File: src/rtl/line_pattern_search_unit_macros.svh
// Assertion macros used by the line pattern search back end.
`ifndef LINE_PATTERN_SEARCH_UNIT_MACROS_SVH
`define LINE_PATTERN_SEARCH_UNIT_MACROS_SVH

// Same-cycle implication, sampled on clk and disabled during rst.
`define LPS_ASSERT_NOW(label, cond, check, msg) \
  label: assert property (@(posedge clk) disable iff (rst) (cond) |-> (check)) \
    else $error(msg);

// Next-cycle implication, sampled on clk and disabled during rst.
`define LPS_ASSERT_NEXT(label, cond, check, msg) \
  label: assert property (@(posedge clk) disable iff (rst) (cond) |=> (check)) \
    else $error(msg);

`endif

File: src/rtl/lps_pkg.sv
// Shared types and constants of the line pattern search unit.
package lps_pkg;

  localparam int MaxPatternDefault = 16;
  localparam int CountWidthDefault = 32;
  localparam int PatternBits = 128;
  localparam int CfgDataWidth = 64;
  localparam int OutWidth = 32;
  localparam int QueueDepth = 2;
  localparam logic [7:0] NEWLINE = 8'd10;

  typedef enum logic [1:0] {
    CFG_SEARCH_MODE    = 2'd0,
    CFG_PATTERN_LENGTH = 2'd1,
    CFG_PATTERN_LOW    = 2'd2,
    CFG_PATTERN_HIGH   = 2'd3
  } cfg_index_t;

  typedef enum logic {
    MODE_FIND  = 1'b0,
    MODE_COUNT = 1'b1
  } search_mode_t;

  typedef enum logic {
    KIND_FIND  = 1'b0,
    KIND_COUNT = 1'b1
  } result_kind_t;

  typedef struct packed {
    logic newline;
    logic eof;
    logic hit;
  } scan_op_t;

endpackage

File: src/rtl/lps_text_if.sv
// Input channel carrying one text byte and its end-of-file flag.
interface lps_text_if;
  logic       valid;
  logic       ready;
  logic [7:0] text_byte;
  logic       end_of_file;

  modport source (output valid, text_byte, end_of_file, input ready);
  modport sink (input valid, text_byte, end_of_file, output ready);
endinterface

File: src/rtl/lps_result_if.sv
// Output channel carrying one search result.
interface lps_result_if;
  logic        valid;
  logic        ready;
  logic        result_kind;
  logic [31:0] line_number;
  logic [31:0] occurrence_count;

  modport source (output valid, result_kind, line_number, occurrence_count, input ready);
  modport sink (input valid, result_kind, line_number, occurrence_count, output ready);
endinterface

File: src/rtl/line_pattern_search_unit.sv
// Top level of the line pattern search unit: configuration registers and the three stages.
//
//   port     | dir | role
//   ---------+-----+------------------------------------------------
//   text     | in  | one text byte per transfer, end-of-file flag
//   result   | out | first matching line number or total count
//   cfg_*    | in  | register writes: mode, length, pattern bytes
//
// One byte is taken every cycle unless the queue is full; the byte passes through the queue and the result register.
// The front end compares the last pattern-length bytes of the window against the pattern in the cycle a byte arrives.
// A two-entry queue separates the front end from the counter and output stage.
// Input stalls only when that queue is full, which happens only while the result is not taken.
// Synchronous reset clears all line state directly; there is no clearing pass.
module line_pattern_search_unit #(
  parameter int MAX_PATTERN = lps_pkg::MaxPatternDefault,
  parameter int COUNT_WIDTH = lps_pkg::CountWidthDefault
) (
  input  logic                             clk,
  input  logic                             rst,
  lps_text_if.sink                         text,
  lps_result_if.source                     result,
  input  logic                             cfg_write,
  input  lps_pkg::cfg_index_t              cfg_index,
  input  logic [lps_pkg::CfgDataWidth-1:0] cfg_data
);
  import lps_pkg::*;

  search_mode_t            search_mode;
  logic [4:0]              pattern_length;
  logic [CfgDataWidth-1:0] pattern_low;
  logic [CfgDataWidth-1:0] pattern_high;
  logic [PatternBits-1:0]  pattern;
  logic                    push_valid;
  logic                    push_ready;
  scan_op_t                push_op;
  logic                    pop_valid;
  logic                    pop_ready;
  scan_op_t                pop_op;

  assign pattern = {pattern_high, pattern_low};

  always_ff @(posedge clk) begin
    if (rst) begin
      search_mode    <= MODE_FIND;
      pattern_length <= 5'd1;
      pattern_low    <= '0;
      pattern_high   <= '0;
    end else if (cfg_write) begin
      case (cfg_index)
        CFG_SEARCH_MODE:    search_mode    <= search_mode_t'(cfg_data[0]);
        CFG_PATTERN_LENGTH: pattern_length <= cfg_data[4:0];
        CFG_PATTERN_LOW:    pattern_low    <= cfg_data;
        CFG_PATTERN_HIGH:   pattern_high   <= cfg_data;
        default: begin
        end
      endcase
    end
  end

  lps_front #(
    .MAX_PATTERN(MAX_PATTERN)
  ) u_front (
    .clk            (clk),
    .rst            (rst),
    .text           (text),
    .pattern_length (pattern_length),
    .pattern        (pattern),
    .op_valid       (push_valid),
    .op_ready       (push_ready),
    .op             (push_op)
  );

  lps_queue u_queue (
    .clk        (clk),
    .rst        (rst),
    .push_valid (push_valid),
    .push_ready (push_ready),
    .push_op    (push_op),
    .pop_valid  (pop_valid),
    .pop_ready  (pop_ready),
    .pop_op     (pop_op)
  );

  lps_back #(
    .COUNT_WIDTH(COUNT_WIDTH)
  ) u_back (
    .clk         (clk),
    .rst         (rst),
    .op_valid    (pop_valid),
    .op_ready    (pop_ready),
    .op          (pop_op),
    .search_mode (search_mode),
    .result      (result)
  );

endmodule

File: src/rtl/lps_front.sv
// Front end: accepts text bytes, keeps the line window and flags pattern hits.
module lps_front #(
  parameter int MAX_PATTERN = lps_pkg::MaxPatternDefault
) (
  input  logic                           clk,
  input  logic                           rst,
  lps_text_if.sink                       text,
  input  logic [4:0]                     pattern_length,
  input  logic [lps_pkg::PatternBits-1:0] pattern,
  output logic                           op_valid,
  input  logic                           op_ready,
  output lps_pkg::scan_op_t              op
);
  import lps_pkg::*;

  localparam int FillWidth = $clog2(MAX_PATTERN + 1);
  localparam int IdxWidth = (MAX_PATTERN > 1) ? $clog2(MAX_PATTERN) : 1;

  logic [MAX_PATTERN-1:0][7:0] window;
  logic [MAX_PATTERN-1:0][7:0] window_next;
  logic [FillWidth-1:0]        fill;
  logic [FillWidth-1:0]        fill_next;
  logic [FillWidth-1:0]        eff_len;
  logic                        is_newline;
  logic                        hit;
  logic                        accept;

  assign is_newline = (text.text_byte == NEWLINE);
  assign text.ready = op_ready;
  assign op_valid   = text.valid;
  assign accept     = text.valid && op_ready;

  always_comb begin
    if (pattern_length == 5'd0) begin
      eff_len = FillWidth'(1);
    end else if (pattern_length > 5'(MAX_PATTERN)) begin
      eff_len = FillWidth'(MAX_PATTERN);
    end else begin
      eff_len = FillWidth'(pattern_length);
    end
  end

  always_comb begin
    logic [FillWidth-1:0] pos;
    pos = '0;
    window_next[0] = text.text_byte;
    for (int j = 1; j < MAX_PATTERN; j++) begin
      window_next[j] = window[j-1];
    end
    fill_next = (fill == FillWidth'(MAX_PATTERN)) ? fill : fill + FillWidth'(1);
    hit = (fill_next >= eff_len) && !is_newline;
    for (int k = 0; k < MAX_PATTERN; k++) begin
      pos = eff_len - FillWidth'(1) - FillWidth'(k);
      if (FillWidth'(k) < eff_len) begin
        if (pattern[8*k +: 8] != window_next[pos[IdxWidth-1:0]]) begin
          hit = 1'b0;
        end
      end
    end
  end

  assign op.newline = is_newline;
  assign op.eof     = text.end_of_file;
  assign op.hit     = hit;

  always_ff @(posedge clk) begin
    if (rst) begin
      window <= '0;
      fill   <= '0;
    end else if (accept) begin
      if (is_newline || text.end_of_file) begin
        window <= '0;
        fill   <= '0;
      end else begin
        window <= window_next;
        fill   <= fill_next;
      end
    end
  end

endmodule

File: src/rtl/lps_queue.sv
// Short queue of classified bytes between the front end and the back end.
module lps_queue (
  input  logic              clk,
  input  logic              rst,
  input  logic              push_valid,
  output logic              push_ready,
  input  lps_pkg::scan_op_t push_op,
  output logic              pop_valid,
  input  logic              pop_ready,
  output lps_pkg::scan_op_t pop_op
);
  import lps_pkg::*;

  localparam int PtrWidth = (QueueDepth > 1) ? $clog2(QueueDepth) : 1;
  localparam int LevelWidth = $clog2(QueueDepth + 1);

  scan_op_t              entries [QueueDepth];
  logic [PtrWidth-1:0]   wr_ptr;
  logic [PtrWidth-1:0]   rd_ptr;
  logic [LevelWidth-1:0] level;
  logic                  push;
  logic                  pop;

  assign push_ready = (level != LevelWidth'(QueueDepth));
  assign pop_valid  = (level != '0);
  assign pop_op     = entries[rd_ptr];
  assign push       = push_valid && push_ready;
  assign pop        = pop_valid && pop_ready;

  always_ff @(posedge clk) begin
    if (push) begin
      entries[wr_ptr] <= push_op;
    end
  end

  always_ff @(posedge clk) begin
    if (rst) begin
      wr_ptr <= '0;
      rd_ptr <= '0;
      level  <= '0;
    end else begin
      if (push) begin
        wr_ptr <= (wr_ptr == PtrWidth'(QueueDepth - 1)) ? '0 : wr_ptr + PtrWidth'(1);
      end
      if (pop) begin
        rd_ptr <= (rd_ptr == PtrWidth'(QueueDepth - 1)) ? '0 : rd_ptr + PtrWidth'(1);
      end
      if (push && !pop) begin
        level <= level + LevelWidth'(1);
      end else if (pop && !push) begin
        level <= level - LevelWidth'(1);
      end
    end
  end

endmodule

File: src/rtl/lps_back.sv
// Back end: line and occurrence counters and the registered result output.
`include "line_pattern_search_unit_macros.svh"

module lps_back #(
  parameter int COUNT_WIDTH = lps_pkg::CountWidthDefault
) (
  input  logic                  clk,
  input  logic                  rst,
  input  logic                  op_valid,
  output logic                  op_ready,
  input  lps_pkg::scan_op_t     op,
  input  lps_pkg::search_mode_t search_mode,
  lps_result_if.source          result
);
  import lps_pkg::*;

  localparam logic [COUNT_WIDTH-1:0] CountMax = '1;
  localparam logic [63:0] OutMax = 64'h0000_0000_FFFF_FFFF;

  logic [COUNT_WIDTH-1:0] current_line;
  logic [COUNT_WIDTH-1:0] current_line_next;
  logic [COUNT_WIDTH-1:0] line_occurrences;
  logic [COUNT_WIDTH-1:0] line_occurrences_next;
  logic [COUNT_WIDTH-1:0] total_occurrences;
  logic [COUNT_WIDTH-1:0] total_occurrences_next;
  logic                   search_finished;
  logic                   search_finished_next;
  logic [COUNT_WIDTH:0]   total_sum;
  logic                   emit;
  result_kind_t           kind_next;
  logic [OutWidth-1:0]    line_number_next;
  logic [OutWidth-1:0]    occurrence_count_next;
  logic                   step;

  function automatic logic [OutWidth-1:0] out_sat(input logic [COUNT_WIDTH-1:0] v);
    if (v > COUNT_WIDTH'(OutMax)) begin
      return '1;
    end
    return OutWidth'(v);
  endfunction

  assign op_ready = !result.valid || result.ready;
  assign step     = op_valid && op_ready;
  assign total_sum = {1'b0, total_occurrences} + {1'b0, line_occurrences};

  always_comb begin
    current_line_next      = current_line;
    line_occurrences_next  = line_occurrences;
    total_occurrences_next = total_occurrences;
    search_finished_next   = search_finished;
    emit                   = 1'b0;
    kind_next              = KIND_FIND;
    line_number_next       = '0;
    occurrence_count_next  = '0;
    if (op.newline) begin
      if (search_mode == MODE_FIND && !search_finished && line_occurrences != '0) begin
        emit                 = 1'b1;
        line_number_next     = out_sat(current_line);
        search_finished_next = 1'b1;
      end
      total_occurrences_next = total_sum[COUNT_WIDTH] ? CountMax
                                                      : total_sum[COUNT_WIDTH-1:0];
      line_occurrences_next  = '0;
      current_line_next      = (current_line == CountMax) ? current_line
                                                          : current_line + COUNT_WIDTH'(1);
    end else if (op.hit && line_occurrences != CountMax) begin
      line_occurrences_next = line_occurrences + COUNT_WIDTH'(1);
    end
    if (op.eof) begin
      if (search_mode == MODE_COUNT) begin
        emit                  = 1'b1;
        kind_next             = KIND_COUNT;
        line_number_next      = '0;
        occurrence_count_next = out_sat(total_occurrences_next);
      end
      current_line_next      = COUNT_WIDTH'(1);
      line_occurrences_next  = '0;
      total_occurrences_next = '0;
      search_finished_next   = 1'b0;
    end
  end

  always_ff @(posedge clk) begin
    if (rst) begin
      current_line      <= COUNT_WIDTH'(1);
      line_occurrences  <= '0;
      total_occurrences <= '0;
      search_finished   <= 1'b0;
      result.valid      <= 1'b0;
    end else begin
      if (step) begin
        current_line      <= current_line_next;
        line_occurrences  <= line_occurrences_next;
        total_occurrences <= total_occurrences_next;
        search_finished   <= search_finished_next;
        result.valid      <= emit;
      end else if (result.ready) begin
        result.valid <= 1'b0;
      end
    end
  end

  always_ff @(posedge clk) begin
    if (step && emit) begin
      result.result_kind      <= kind_next;
      result.line_number      <= line_number_next;
      result.occurrence_count <= occurrence_count_next;
    end
  end

  `LPS_ASSERT_NOW(a_count_has_no_line, result.valid && result.result_kind == KIND_COUNT, result.line_number == '0, "count result carries a line number")
  `LPS_ASSERT_NOW(a_find_has_line, result.valid && result.result_kind == KIND_FIND, result.occurrence_count == '0 && result.line_number != '0, "find result fields are inconsistent")
  `LPS_ASSERT_NEXT(a_eof_clears, step && op.eof, current_line == COUNT_WIDTH'(1) && total_occurrences == '0 && !search_finished, "end of file did not clear the counters")

endmodule
File: src/flat_wrapper.sv
// flat-port wrapper written by rule: the top's interface ports become plain ports
module line_pattern_search_unit_flat import lps_pkg::*;
#(
  parameter int MAX_PATTERN = lps_pkg::MaxPatternDefault,
  parameter int COUNT_WIDTH = lps_pkg::CountWidthDefault
)
  (clk, rst, cfg_write, cfg_index, cfg_data, text_valid, text_text_byte, text_end_of_file, text_ready, result_valid, result_result_kind, result_line_number, result_occurrence_count, result_ready);
  lps_text_if text_i ();
  lps_result_if result_i ();
  input  logic clk;
  input  logic rst;
  input  logic cfg_write;
  input  lps_pkg::cfg_index_t cfg_index;
  input  logic [lps_pkg::CfgDataWidth-1:0] cfg_data;
  input wire logic [$bits(text_i.valid)-1:0] text_valid;
  input wire logic [$bits(text_i.text_byte)-1:0] text_text_byte;
  input wire logic [$bits(text_i.end_of_file)-1:0] text_end_of_file;
  output wire logic [$bits(text_i.ready)-1:0] text_ready;
  output wire logic [$bits(result_i.valid)-1:0] result_valid;
  output wire logic [$bits(result_i.result_kind)-1:0] result_result_kind;
  output wire logic [$bits(result_i.line_number)-1:0] result_line_number;
  output wire logic [$bits(result_i.occurrence_count)-1:0] result_occurrence_count;
  input wire logic [$bits(result_i.ready)-1:0] result_ready;
  assign text_i.valid = text_valid;
  assign text_i.text_byte = text_text_byte;
  assign text_i.end_of_file = text_end_of_file;
  assign text_ready = text_i.ready;
  assign result_valid = result_i.valid;
  assign result_result_kind = result_i.result_kind;
  assign result_line_number = result_i.line_number;
  assign result_occurrence_count = result_i.occurrence_count;
  assign result_i.ready = result_ready;
  line_pattern_search_unit #(.MAX_PATTERN(MAX_PATTERN), .COUNT_WIDTH(COUNT_WIDTH)) u_core (.clk(clk), .rst(rst), .text(text_i), .result(result_i), .cfg_write(cfg_write), .cfg_index(cfg_index), .cfg_data(cfg_data));
endmodule
File: config.mk
export PLATFORM = sky130hd
export DESIGN_NAME = line_pattern_search_unit_flat
export DESIGN_NICKNAME = d
export VERILOG_FILES = /design/src/rtl/lps_pkg.sv /design/src/rtl/lps_text_if.sv /design/src/rtl/lps_result_if.sv /design/src/rtl/line_pattern_search_unit.sv /design/src/rtl/lps_front.sv /design/src/rtl/lps_queue.sv /design/src/rtl/lps_back.sv /design/src/flat_wrapper.sv
export VERILOG_INCLUDE_DIRS = /design/src /design/src/rtl
export SDC_FILE = /design/constraint.sdc
export NUM_CORES = 1
export LEC_CHECK = 0
export ABC_AREA = 0
export CAP_MARGIN = 10
export CORE_MARGIN = 2
export CORE_UTILIZATION = 41
export DETAILED_ROUTE_END_ITERATION = 8
export DONT_BUFFER_PORTS = 1
export SLEW_MARGIN = 15
export SYNTH_ARGS = -nofsm -noshare
export SYNTH_HDL_FRONTEND = slang
export SYNTH_SLANG_ARGS = --single-unit
File: constraint.sdc
create_clock -name clk -period 13.75 [get_ports clk]
set_clock_uncertainty 0.05 [all_clocks]
set_input_delay 2.0625 -clock clk [delete_from_list [all_inputs] [get_ports clk]]
set_output_delay 2.0625 -clock clk [all_outputs]
set_load 0.1 [all_outputs]
==> run summary <==
WP data arrival = 5.75 ns
core area = 0.0633 mm2
max-slew violations = 0
CTS tree = done
Placement Rows = 92
Max-slew headroom = 17.1%
total power divided by cell area = 123 mW/mm2
RSZ-0062 raised after global routing = no
drc violations = 0
global-route wire length before repair = 129,000 um
GPL Wtd Cong = 0.931
root buf cell = clkbuf_16
hold path depth = 2
delay-heaviest family, CP = compound AO/OA/AOI/OAI gates
min-delay src = u_core.pattern_low[4]
Worst-path clk slew = 0.06 ns
Worst Hold Path EP = u_core.pattern_low[4]
via count = 22,300
largest net degree at the start of global routing = 298
R2R setup slack = 8.38 ns
Synth Instances = 2,885
CP startpoint kind = flip-flop
CTS Buffer Depth = 3
# IOs = 147
Worst IR Drop VDD = 116 uV
die width = 258 um
fmax = 186 MHz
TritonRoute pass-1 iters = 6
post-DP HPWL = 62,600 um
total wire length = 86,300 um
Final ANT Viol Nets = 0
worst slew pin tran = 1.23 ns
Net Count, Synth = 3,017
Final Hold Vio Count = 0
crit path launch = u_core.pattern_length[4]
area occupied by multi-input gates = 0.0160 mm2
area delta synth->final = 7.77%
# hold bufs at CTS = 0
overflow left after global routing = 0
final hold slack = 0.419 ns
yosys warns = 0
Die H = 258 um
Mean Syn Cell Area = 9.14 um2
Hold Path Class = reg2reg
PortBufs = 0
WS Path Type = reg2reg
leakage = 11.0 nW
sequential share of the synthesized area = 35.6%
Required @ worst endpoint = 14.14 ns
Mapped Area = 0.0264 mm2
final net count = 2,895
Max-Cap Viols = 0
Post-CTS Setup Bufs = 0
Cell Chain, Critical Path = inv_1 > o21a_4 > inv_2 > ha_1 > clkinv_1 > buf_4 > ha_1 > a21o_1 > mux2i_1 > mux2i_1 > xnor2_1 > o211ai_1 > nor4_1 > o211ai_1 > a221oi_1 > o2111a_1
minimum clock period = 5.37 ns
iteration-0 DRC count of the detailed router = 2,322
CP peak stage delay = 0.63 ns
vias per cell = 6.12
reg2reg end = u_core.u_queue.entries[0][0]
fill count = 6,037
Crit-path slowest cell = a21o_1
clk_lat worst skew = 0.61 ns
Post-Route Setup TNS = 0 ns
Cell variety after synth = 75
synthesis-stage register bit count = 433
status = completed
layout cell share with drive strength beyond 1 = 10.6%
Starting Density = 41.7%
sequential cell area = 0.00938 mm2
R2R depth = 16
number of synthesized flops with an enable pin = 71
R2R Path Start = u_core.pattern_length[4]
CTS buffer count = 51
final setup violation count = 0
Critical Path Sink Type = flip-flop
die area = 0.0664 mm2
antenna cells = 0
Tot GR Track Use = 25.2%
crit share post-route = 39.0%
initial antenna violation count = 0
clk sinks = 433
CTS resizes = 0
CTS HTree Levels = 2
WL/cell = 23.6 um
Synth Flop Type = dfxtp_1
CP Buf/Inv Count = 4
vias in the first global route = 20,200
Async SR Flop Fraction = 0%
Crit Path Max Fanout = 33
-- cells in the final DEF, fill, tap and decap left out, types with 44 or more instances in the layout --
master,instances
a22oi_1,153
a21oi_1,257
xor2_1,108
mux4_2,122
nand2_1,495
dfxtp_1,362
xnor2_1,105
nor2_1,260
and3_1,44
mux2i_1,155
edfxtp_1,71
o21ai_0,62
ha_1,51
clkbuf_16,52
-- synthesized netlist by cell type (24+ instances only) --
master / count / area, um2
a31oi_1: 36 / 225
mux4_2: 122 / 2750
a22oi_1: 153 / 1150
nor2_1: 262 / 983
and2_1: 43 / 269
o21ai_0: 62 / 310
clkbuf_1: 150 / 563
dfxtp_1: 362 / 7250
nand3_1: 33 / 165
nand2_1: 496 / 1860
xnor2_1: 107 / 937
nand4_1: 32 / 200
and3_1: 45 / 282
edfxtp_1: 71 / 2130
a21o_1: 29 / 218
o221a_2: 25 / 282
inv_1: 25 / 93.8
xor2_1: 108 / 946
mux2i_1: 155 / 1550
a21oi_1: 257 / 1290
nor4_1: 24 / 150
ha_1: 51 / 638
-- worst min-delay path: stages (launching register included) --
cell and delay (ns):
dfxtp_1 0.31, nand2_1 0.06, a21oi_1 0.05
-- worst max-delay path by stage --
stage	end	slack [ns]	cells after the start
finish	u_core.u_queue.entries[0][0]	8.38	16
CTS	u_core.u_queue.entries[0][0]	8.14	15
floorplan	u_core.u_queue.entries[0][0]	8.61	21
global placement	u_core.u_queue.entries[0][0]	8.26	16
detailed placement	u_core.u_queue.entries[0][0]	8.20	15
global route	u_core.u_queue.entries[0][0]	7.94	15
-- stage by stage --
stage                     setup slack, ns  power, mW  instances  instance area, um2  util (%)
after floorplan                      8.61       1.99       2885               26400         -
after global placement               8.26       2.16       3556               26700      42.2
after detailed placement             8.20       2.18       3556               26700      42.2
after CTS                            8.14       3.53       3651               28400      44.9
after global routing                 7.94       3.66       3651               28400      44.9
final                                8.38       3.51       3651               28400      44.9
-- layout make-up --
type	count	area share, %
Multi-Input combinational cell	2217	56.2
Sequential cell	433	33.0
Clock buffer	64	4.84
Tap cell	846	3.72
Clock inverter	31	1.01
Timing Repair Buffer	30	0.805
Inverter	30	0.414
-- per-layer routing --
| metal | track usage, % | share of wire (%) | up-vias |
|---|---|---|---|
| met2 | 38.3 | 44 | 923 |
| li1 | - | - | 10200 |
| met4 | 7.88 | 3.1 | 0 |
| met5 | 0 | 0 | - |
| met3 | 4.90 | 8.3 | 112 |
| met1 | 36.0 | 44 | 11100 |
-- flip-flops by register name (all words and copies together) (netlist names), named ones only --
signal / count
u_core.search_mode: 1
u_core.pattern_high: 64
u_core.pattern_length: 5
u_core.u_front.window: 120
u_core.u_front.fill: 5
u_core.pattern_low: 64
u_core.u_queue.entries: 6
u_core.u_back.result.occurrence_count: 32
u_core.u_back.line_occurrences: 32
u_core.u_queue.level: 2
u_core.u_queue.rd_ptr: 1
u_core.u_back.result.line_number: 32
u_core.u_back.search_finished: 1
u_core.u_back.result.valid: 1
u_core.u_back.current_line: 32
u_core.u_queue.wr_ptr: 1
u_core.u_back.result.result_kind: 1
u_core.u_back.total_occurrences: 32
-- power by group --
group / switching (mW) / leakage [nW] / total (mW) / internal, mW
sequential: 0.0978 / 3.59 / 1.44 / 1.34
combinational: 0.485 / 6.64 / 0.722 / 0.237
clock: 0.576 / 0.807 / 1.35 / 0.771
total: 1.16 / 11.0 / 3.51 / 2.35
-- kinds of logic (layout without fill, tap and decap cells) --
| group | Yosys count | after routing | synth area share [%] |
|---|---|---|---|
| and+or+nand+nor | 1022 | 1022 | 17.1 |
| AOI/OAI and AO/OA | 626 | 626 | 15.1 |
| DFF | 433 | 433 | 35.6 |
| muxes | 300 | 300 | 18.3 |
| buffers and inverters | 235 | 155 | 4.20 |
| xor gates and xnor gates | 217 | 217 | 7.26 |
| adders and majority gates | 52 | 52 | 2.49 |
Power figures use the tool's default switching activity.
